==> src/sv/bdll_pkg.sv <==
// ----------------------------------------------------------------------------
// bdll_pkg
// Shared types and constants of the bounded doubly linked list engine.
// ----------------------------------------------------------------------------
package bdll_pkg;

	localparam int NODES     = 16;
	localparam int DATA_BITS = 32;
	localparam int IDX_W     = $clog2(NODES);
	localparam int CNT_W     = $clog2(NODES + 1);

	typedef enum logic [3:0] {
		REQ_INS_LAST   = 4'd0,
		REQ_INS_FIRST  = 4'd1,
		REQ_AFTER_IDX  = 4'd2,
		REQ_BEFORE_IDX = 4'd3,
		REQ_AFTER_VAL  = 4'd4,
		REQ_BEFORE_VAL = 4'd5,
		REQ_DEL_IDX    = 4'd6,
		REQ_DEL_VAL    = 4'd7,
		REQ_FIND       = 4'd8,
		REQ_GET        = 4'd9
	} req_t;

	localparam logic [1:0] ST_OK   = 2'd0;
	localparam logic [1:0] ST_MISS = 2'd1;
	localparam logic [1:0] ST_FULL = 2'd2;

	typedef struct packed {
		logic [3:0]         req_type;
		logic signed [31:0] insert_value;
		logic signed [31:0] key_value;
		logic [7:0]         position;
	} in_item_t;

	typedef struct packed {
		logic [1:0]         status;
		logic               used_fallback;
		logic signed [31:0] result_value;
		logic [7:0]         result_position;
		logic [8:0]         list_count;
	} out_item_t;

	// token passed along the cell row during a search
	typedef struct packed {
		logic                 live;
		logic                 by_val;
		logic [7:0]           pos;
		logic [DATA_BITS-1:0] key;
	} probe_t;

	// answer of a cell that matched the probe
	typedef struct packed {
		logic                 hit;
		logic [7:0]           pos;
		logic [DATA_BITS-1:0] data;
	} hit_t;

endpackage

==> src/sv/bounded_doubly_linked_list_engine_unit.sv <==
// ----------------------------------------------------------------------------
// bounded_doubly_linked_list_engine_unit
// Ordered list of signed values in a fixed pool of NODES slots.
// ----------------------------------------------------------------------------
// The list is held in list order in a row of NODES cells, slot k holding
// element k; the links of the pool are implied by order. A request passes
// through a walk state in which a search probe walks the cell row one slot
// per cycle, an edit state that shifts the row to open or close a gap, and an
// output state in which the result beat is offered until it is taken; only
// then does the idle state take the next request.
module bounded_doubly_linked_list_engine_unit (
	input  logic                 clk,
	input  logic                 arst_n,
	input  logic                 in_valid,
	output logic                 in_ready,
	input  bdll_pkg::in_item_t   in_data,
	output logic                 out_valid,
	input  logic                 out_ready,
	output bdll_pkg::out_item_t  out_data
);

	localparam int N  = bdll_pkg::NODES;
	localparam int DW = bdll_pkg::DATA_BITS;
	localparam int IW = bdll_pkg::IDX_W;
	localparam int CW = bdll_pkg::CNT_W;

	typedef enum logic [3:0] {
		S_IDLE  = 4'b0001,
		S_WALK  = 4'b0010,
		S_EDIT  = 4'b0100,
		S_OUT   = 4'b1000
	} state_t;

	state_t               state_q;
	bdll_pkg::in_item_t   req_q;
	logic [CW-1:0]        count_q;
	logic [CW:0]          step_q;
	logic                 found_q;
	logic [7:0]           fpos_q;
	logic [DW-1:0]        fdata_q;
	bdll_pkg::out_item_t  res_q;

	bdll_pkg::probe_t     probe [N+1];
	bdll_pkg::hit_t       hits  [N];
	logic [DW-1:0]        cdata [N];
	logic                 load  [N];
	logic [DW-1:0]        ldata [N];

	logic [DW-1:0]        ins_d;
	logic [DW-1:0]        key_d;
	logic                 is_ins, is_val, want_after;
	logic [CW:0]          tgt;
	logic                 tgt_ok, full;

	assign ins_d = DW'(req_q.insert_value);
	assign key_d = DW'(req_q.key_value);
	assign is_ins = req_q.req_type <= 4'(bdll_pkg::REQ_BEFORE_VAL);
	assign is_val = req_q.req_type == 4'(bdll_pkg::REQ_AFTER_VAL)
		|| req_q.req_type == 4'(bdll_pkg::REQ_BEFORE_VAL)
		|| req_q.req_type == 4'(bdll_pkg::REQ_DEL_VAL)
		|| req_q.req_type == 4'(bdll_pkg::REQ_FIND);
	assign want_after = req_q.req_type == 4'(bdll_pkg::REQ_AFTER_IDX)
		|| req_q.req_type == 4'(bdll_pkg::REQ_AFTER_VAL);
	assign full = count_q == CW'(N);
	assign tgt_ok = is_val ? found_q : ({1'b0, req_q.position} < 9'(count_q));

	always_comb begin
		probe[0].live   = (state_q == S_WALK) && (step_q == '0);
		probe[0].by_val = 1'b1;
		probe[0].pos    = 8'd0;
		probe[0].key    = key_d;
	end

	genvar g;
	generate
		for (g = 0; g < N; g++) begin : g_cell
			bdll_pkg::probe_t pin;
			always_comb begin
				pin = probe[g];
				if (CW'(g) >= count_q) pin.live = 1'b0;
			end
			bdll_cell u_cell (
				.clk       (clk),
				.arst_n    (arst_n),
				.probe_in  (pin),
				.probe_out (probe[g+1]),
				.hit       (hits[g]),
				.load      (load[g]),
				.load_data (ldata[g]),
				.data_q    (cdata[g])
			);
		end
	endgenerate

	// first match wins: the probe reaches the slots in list order, slot k when step_q equals k
	logic          any_hit;
	logic [7:0]    hpos;
	logic [DW-1:0] hdata;
	always_comb begin
		any_hit = 1'b0;
		hpos    = '0;
		hdata   = '0;
		for (int k = 0; k < N; k++) begin
			if (hits[k].hit && step_q == (CW+1)'(k)) begin
				any_hit = 1'b1;
				hpos    = hits[k].pos;
				hdata   = hits[k].data;
			end
		end
	end

	// target slot index and row edit
	always_comb begin
		logic [CW:0] ins_at;
		logic        del;
		logic        ins;
		tgt = is_val ? (CW+1)'(fpos_q) : (CW+1)'(req_q.position);
		ins_at = '0;
		unique case (req_q.req_type)
			4'(bdll_pkg::REQ_INS_LAST):  ins_at = (CW+1)'(count_q);
			4'(bdll_pkg::REQ_INS_FIRST): ins_at = '0;
			default: begin
				if (!tgt_ok) ins_at = want_after ? (CW+1)'(count_q) : '0;
				else ins_at = want_after ? tgt + 1'b1 : tgt;
			end
		endcase
		ins = (state_q == S_EDIT) && is_ins && !full;
		del = (state_q == S_EDIT) && tgt_ok
			&& (req_q.req_type == 4'(bdll_pkg::REQ_DEL_IDX)
			|| req_q.req_type == 4'(bdll_pkg::REQ_DEL_VAL));
		for (int k = 0; k < N; k++) begin
			load[k]  = 1'b0;
			ldata[k] = cdata[k];
			if (ins && (CW+1)'(k) >= ins_at) begin
				load[k]  = 1'b1;
				ldata[k] = ((CW+1)'(k) == ins_at) ? ins_d : cdata[(k > 0) ? k - 1 : 0];
			end
			if (del && (CW+1)'(k) >= tgt && k < N - 1) begin
				load[k]  = 1'b1;
				ldata[k] = cdata[(k < N - 1) ? k + 1 : k];
			end
		end
	end

	assign in_ready  = state_q == S_IDLE;
	assign out_valid = state_q == S_OUT;
	assign out_data  = res_q;

	always_ff @(posedge clk or negedge arst_n) begin
		if (!arst_n) begin
			state_q <= S_IDLE;
			count_q <= '0;
			step_q  <= '0;
			found_q <= 1'b0;
		end else begin
			unique case (state_q)
				S_IDLE: begin
					if (in_valid) begin
						state_q <= S_WALK;
						step_q  <= '0;
						found_q <= 1'b0;
					end
				end
				S_WALK: begin
					if (any_hit && !found_q) found_q <= 1'b1;
					if (step_q == (CW+1)'(N)) state_q <= S_EDIT;
					else step_q <= step_q + 1'b1;
				end
				S_EDIT: begin
					state_q <= S_OUT;
					if (is_ins && !full) count_q <= count_q + 1'b1;
					else if (tgt_ok && (req_q.req_type == 4'(bdll_pkg::REQ_DEL_IDX)
						|| req_q.req_type == 4'(bdll_pkg::REQ_DEL_VAL)))
						count_q <= count_q - 1'b1;
				end
				S_OUT: begin
					if (out_ready) state_q <= S_IDLE;
				end
				default: state_q <= S_IDLE;
			endcase
		end
	end

	// probe chain delays key; re-inject the held key after acceptance
	// by relying on walk hits computed against registered req key below
	always_ff @(posedge clk) begin
		if (state_q == S_IDLE && in_valid) req_q <= in_data;
		if (state_q == S_WALK && any_hit && !found_q) begin
			fpos_q  <= hpos;
			fdata_q <= hdata;
		end
		if (state_q == S_EDIT) begin
			res_q.status          <= bdll_pkg::ST_OK;
			res_q.used_fallback   <= 1'b0;
			res_q.result_value    <= '0;
			res_q.result_position <= '0;
			res_q.list_count      <= 9'(count_q);
			if (is_ins) begin
				if (full) res_q.status <= bdll_pkg::ST_FULL;
				else begin
					res_q.list_count <= 9'(count_q) + 9'd1;
					res_q.used_fallback <= req_q.req_type > 4'(bdll_pkg::REQ_INS_FIRST)
						&& !tgt_ok;
				end
			end else if (req_q.req_type <= 4'(bdll_pkg::REQ_GET)) begin
				if (!tgt_ok) res_q.status <= bdll_pkg::ST_MISS;
				else begin
					res_q.result_value <= 32'(signed'(is_val ? fdata_q
						: cdata[tgt[IW-1:0]]));
					if (is_val && req_q.req_type != 4'(bdll_pkg::REQ_DEL_VAL)
						|| req_q.req_type == 4'(bdll_pkg::REQ_DEL_VAL))
						res_q.result_position <= fpos_q;
					if (!is_val) res_q.result_position <= '0;
					if (req_q.req_type == 4'(bdll_pkg::REQ_DEL_IDX)
						|| req_q.req_type == 4'(bdll_pkg::REQ_DEL_VAL))
						res_q.list_count <= 9'(count_q) - 9'd1;
				end
			end
		end
	end

`ifndef SYNTH
	a_count_max: assert property (@(posedge clk) disable iff (!arst_n)
		count_q <= CW'(N)) else $error("count overflow");
	a_out_after_edit: assert property (@(posedge clk) disable iff (!arst_n)
		$rose(out_valid) |-> $past(state_q == S_EDIT)) else $error("result without edit");
	a_no_take_busy: assert property (@(posedge clk) disable iff (!arst_n)
		out_valid |-> !in_ready) else $error("accept while result pending");
`endif

endmodule

==> src/sv/bdll_cell.sv <==
// ----------------------------------------------------------------------------
// bdll_cell
// One list slot: holds a value, passes the search probe to the next slot every
// cycle with its position count raised by one, and reports a match by value.
// ----------------------------------------------------------------------------
module bdll_cell (
	input  logic                          clk,
	input  logic                          arst_n,
	input  bdll_pkg::probe_t              probe_in,
	output bdll_pkg::probe_t              probe_out,
	output bdll_pkg::hit_t                hit,
	input  logic                          load,
	input  logic [bdll_pkg::DATA_BITS-1:0] load_data,
	output logic [bdll_pkg::DATA_BITS-1:0] data_q
);

	bdll_pkg::probe_t probe_q;

	always_ff @(posedge clk or negedge arst_n) begin
		if (!arst_n) begin
			probe_q <= '0;
		end else begin
			probe_q.live   <= probe_in.live;
			probe_q.by_val <= probe_in.by_val;
			probe_q.key    <= probe_in.key;
			probe_q.pos    <= probe_in.pos + 8'd1;
		end
	end

	always_ff @(posedge clk) begin
		if (load) begin
			data_q <= load_data;
		end
	end

	assign probe_out = probe_q;

	always_comb begin
		hit.pos  = probe_in.pos;
		hit.data = data_q;
		hit.hit  = probe_in.live && (probe_in.by_val ? (data_q == probe_in.key) : 1'b0);
	end

endmodule

==> config.mk <==
export PLATFORM = sky130hd
export DESIGN_NAME = bounded_doubly_linked_list_engine_unit
export DESIGN_NICKNAME = d
export VERILOG_FILES = /design/src/sv/bdll_pkg.sv /design/src/sv/bounded_doubly_linked_list_engine_unit.sv /design/src/sv/bdll_cell.sv
export SDC_FILE = /design/constraint.sdc
export NUM_CORES = 2
export LEC_CHECK = 0
export ABC_AREA = 1
export CAP_MARGIN = 0
export CORE_MARGIN = 2
export CORE_UTILIZATION = 39
export DETAILED_ROUTE_END_ITERATION = 8
export DONT_BUFFER_PORTS = 1
export PLACE_DENSITY_LB_ADDON = 0.12
export SLEW_MARGIN = 20
export SYNTH_ARGS = -nofsm -noshare
export SYNTH_HDL_FRONTEND = slang
export SYNTH_SLANG_ARGS = --single-unit
==> constraint.sdc <==
create_clock -name clk -period 8.7 [get_ports clk]
set_input_delay 0.87 -clock clk [delete_from_list [all_inputs] [get_ports clk]]
set_output_delay 0.87 -clock clk [all_outputs]
set_load 0.02 [all_outputs]
==> implementation parameters <==
Parameter                              Value

Status
  Outcome    complete, but fails checks
  Failing checks    negative hold slack

STA
  Max Transition Viols Final    0
  Post-layout min period    5.86 ns
  Tcrit/Tclk final    0.673
  Setup violations, final    0
  Highest clock frequency the design can meet    171 MHz
  Worst hold slack across all endpoints    -0.0174 ns
  Pin slew with the least headroom to its limit    1.32 ns
  Unrepaired setup endpoints after global routing    no
  Worst-case headroom to the max-slew limit    0.116
  Setup total negative slack    0 ns
  Number of hold-slack violations in the final timing report    4
  Fin worst setup slack    2.84 ns
  Clock Skew    0.0464 ns

Drt
  Via count    63923
  Total wirelength of the detailed-routed design    356 mm
  Average via count per standard cell    6.05
  Detailed router's first-iteration violation count    10253
  Total DRC errors in the routed layout    0
  WL/cell    33.7 microns
  Remaining antenna violation count    0
  Number of search-and-repair iterations in the first detailed-routing pass    7

Global route
  Met2 capacity usage during global routing    0.571
  Total routing resource utilization after global routing    0.388
  Met3 GRT Util    0.116
  First-pass GRT wire length    483 mm
  Met1 Track Usage GR    0.494
  Number of antenna violations at the first check in global routing    23
  Vias in the first global route    59068
  GRT busiest layer    met2
  Aggregate global routing overflow    0
  Maximum number of pins on one net before global-route repair    617

Logic synthesis
  Ys Warns    0
  Number of cells produced by synthesis    8255
  Biggest area consumer among synthesized cells    sky130_fd_sc_hd__edfxtp_1
  Post-synthesis net count    8368
  Commonest register cell after synthesis    sky130_fd_sc_hd__edfxtp_1
  Fraction of synthesis flops using an asynchronous set or reset pin    0.476
  Post-Syn Area    0.0683 sq mm
  Synthesized flop and latch total    1294
  Number of distinct standard cells referenced by the synthesized netlist    62
  EDFF count, synth    678
  Top post-synthesis cells by area    sky130_fd_sc_hd__edfxtp_1 30%, sky130_fd_sc_hd__dfrtp_1 23%, sky130_fd_sc_hd__nand2_1 13%
  Fraction of the yosys area taken by sequential cells    0.524
  Yosys top cell area share    0.298
  Average footprint of a synthesized cell    8.27 sq um

Setup path
  Stage delay of the slowest cell on the critical path    0.80 ns
  Slowest stage cell, crit path    sky130_fd_sc_hd__nor2_4
  Data required time at the worst endpoint    9.23 ns
  Critical path, cell by cell    nor2_1 > o21ai_2 > nand2_4 > nand2_1 > nand2_4 > inv_2 > ha_1 > o211ai_1 > nand3_1 > nand2_1 > nor2_4 > nand3_4 > o21ai_0 > o21ai_1
  Highest fanout seen on the critical path    64
  Arrival time at the worst endpoint    6.39 ns
  WS Path Type    reg -> reg
  Slack of the worst reg-to-reg path    2.84 ns
  Setup crit start kind    flip-flop
  Worst setup EP type    flip-flop

CTS
  Number of H-tree levels    4
  Post-CTS Setup Bufs    0
  Clock edge transition at the registers on the reported setup and hold paths    0.06 ns
  CTS sink cnt    1294
  Number of buffers on the longest clock path    3
  Clock tree root driver cell    sky130_fd_sc_hd__clkbuf_16
  Number of clock buffers inserted by TritonCTS    153
  Worst-Skew Late Latency    0.84 ns
  Resize count post-CTS    0
  TritonCTS clock tree    yes

Floorplanning
  Width of the chip    422 microns
  Die Outline Area    0.178 sq mm
  Effective utilization at floorplan    0.393
  Boundary pin count    134
  Number of rows created at floorplan    153
  Std-Cell Core Area    0.174 sq mm
  Die Span Y    422 microns

Layout
  Leading cell types in the layout, fill and taps excluded    2325 x sky130_fd_sc_hd__nand2_1, 840 x sky130_fd_sc_hd__inv_1, 678 x sky130_fd_sc_hd__edfxtp_1, 632 x sky130_fd_sc_hd__a21oi_1, 615 x sky130_fd_sc_hd__dfrtp_1
  Layout cell share with drive strength beyond 1    0.0682
  Filler instances    17494
  Post-layout nets    8225
  Leading cell type in the layout, fill and taps excluded    sky130_fd_sc_hd__nand2_1
  Area growth from synthesis to layout    11.6%

Power and ir drop
  IR Drop Worst-Case VDD    0.000189 V
  Static leakage power    32.8 nW
  Power density cells    252 mW/mm^2
  Total Power    19.2 mW

Placement
  Routability congestion estimate    1.04
  Port bufs    0
  Setup slack at placement    3.05 ns
  Detailed placer's ending HPWL    258 mm

Min path
  HP Class    in -> async

Run
  Number of max-cap violations    0
[flip-flops by register name, summed over array words and instances (netlist names)]
register                 cells
step_q                       6
out_data                    50
key_d                       32
found_q                      1
ins_d                       32
req_q                       12
g_cell.u_cell.data_q       512
g_cell.u_cell.probe_out    600
count_q                      5
state_q                      4
fdata_q                     32
fpos_q                       8
[layer usage]
metal | vias up | part of all wire
li1 | 27331 | -
met1 | 30929 | 0.37
met4 | 16 | 0.081
met5 | - | 0.00031
met3 | 982 | 0.12
met2 | 4665 | 0.42
[area by class of cell]
cell class | count | area, sq um | area share
Clock buffer | 215 | 4410 | 0.0579
Antenna cell | 6 | 15.0 | 0.000197
Tap cell | 2325 | 2910 | 0.0382
Timing Repair Buffer | 148 | 1220 | 0.0160
Clock inverter | 67 | 739 | 0.00971
Sequential cell | 1294 | 35800 | 0.470
Multi-Input combinational cell | 5651 | 27900 | 0.366
Inverter | 864 | 3240 | 0.0426
[metrics by stage]
stage	cells	area, sq um	utilization
4_1_cts	10560	76000	0.437
3_5_place_dp	10278	70800	0.408
2_1_floorplan	8255	68300	-
5_1_grt	10565	76200	0.438
6_report	10570	76200	0.438
3_3_place_gp	10278	70800	0.407
[synth_stat cells (31+ instances only)]
| cell type | n |
|---|---|
| sky130_fd_sc_hd__a21oi_1 | 632 |
| sky130_fd_sc_hd__buf_1 | 32 |
| sky130_fd_sc_hd__buf_2 | 113 |
| sky130_fd_sc_hd__clkbuf_1 | 291 |
| sky130_fd_sc_hd__dfrtp_1 | 615 |
| sky130_fd_sc_hd__edfxtp_1 | 678 |
| sky130_fd_sc_hd__ha_1 | 32 |
| sky130_fd_sc_hd__inv_1 | 843 |
| sky130_fd_sc_hd__nand2_1 | 2334 |
| sky130_fd_sc_hd__nand3_1 | 242 |
| sky130_fd_sc_hd__nand4_1 | 69 |
| sky130_fd_sc_hd__nor2_1 | 522 |
| sky130_fd_sc_hd__nor3_1 | 72 |
| sky130_fd_sc_hd__nor4_1 | 84 |
| sky130_fd_sc_hd__o211ai_1 | 183 |
| sky130_fd_sc_hd__o21ai_0 | 613 |
| sky130_fd_sc_hd__o21ai_1 | 242 |
| sky130_fd_sc_hd__o22ai_1 | 186 |
| sky130_fd_sc_hd__o31ai_1 | 31 |
| sky130_fd_sc_hd__or2_2 | 39 |
| sky130_fd_sc_hd__xnor2_1 | 88 |
| sky130_fd_sc_hd__xor2_1 | 139 |
[power breakdown]
group	leakage, nW	switching, mW	internal [mW]	total, mW
Combinational	16.9	3.30	1.03	4.33
Sequential	13.4	0.854	7.24	8.09
Clock	2.54	2.80	3.95	6.75
Total	32.8	6.95	12.2	19.2
[kinds of logic after synthesis]
| kind of cell | Yosys count | synth area share |
|---|---|---|
| buf+inv | 1310 | 0.0748 |
| other cells | 1 | 0.0000549 |
| simple gates | 3417 | 0.205 |
| fa+ha+maj | 33 | 0.00616 |
| compound gates | 1972 | 0.160 |
| xor+xnor | 228 | 0.0294 |
| flops | 1294 | 0.524 |
[worst max-delay path: cells and delay by family (launching register included)]
| family | cells | cell delay, ns |
|---|---|---|
| compound gates | 4 | 0.80 |
| fa+ha+maj | 1 | 0.40 |
| buf+inv | 1 | 0.42 |
| flops | 1 | 0.45 |
| simple gates | 8 | 3.39 |
[worst paths after layout]
kind,from,end,cells after the start
hold reg to reg,g_cell[6].u_cell.probe_out[40]$_DFF_PN0_,g_cell[7].u_cell.probe_out[40]$_DFF_PN0_,0
setup / recovery,req_q[75]$_DFFE_PP_,g_cell[11].u_cell.data_q[19]$_DFFE_PP_,14
max in group asynchronous,arst_n,g_cell[0].u_cell.probe_out[16]$_DFF_PN0_,2
min in group clk,in_data[17],key_d[9]$_DFFE_PP_,0
hold / removal,arst_n,g_cell[12].u_cell.probe_out[13]$_DFF_PN0_,1
setup reg to reg,req_q[75]$_DFFE_PP_,g_cell[11].u_cell.data_q[19]$_DFFE_PP_,14
Power figures use the tool's default switching activity.
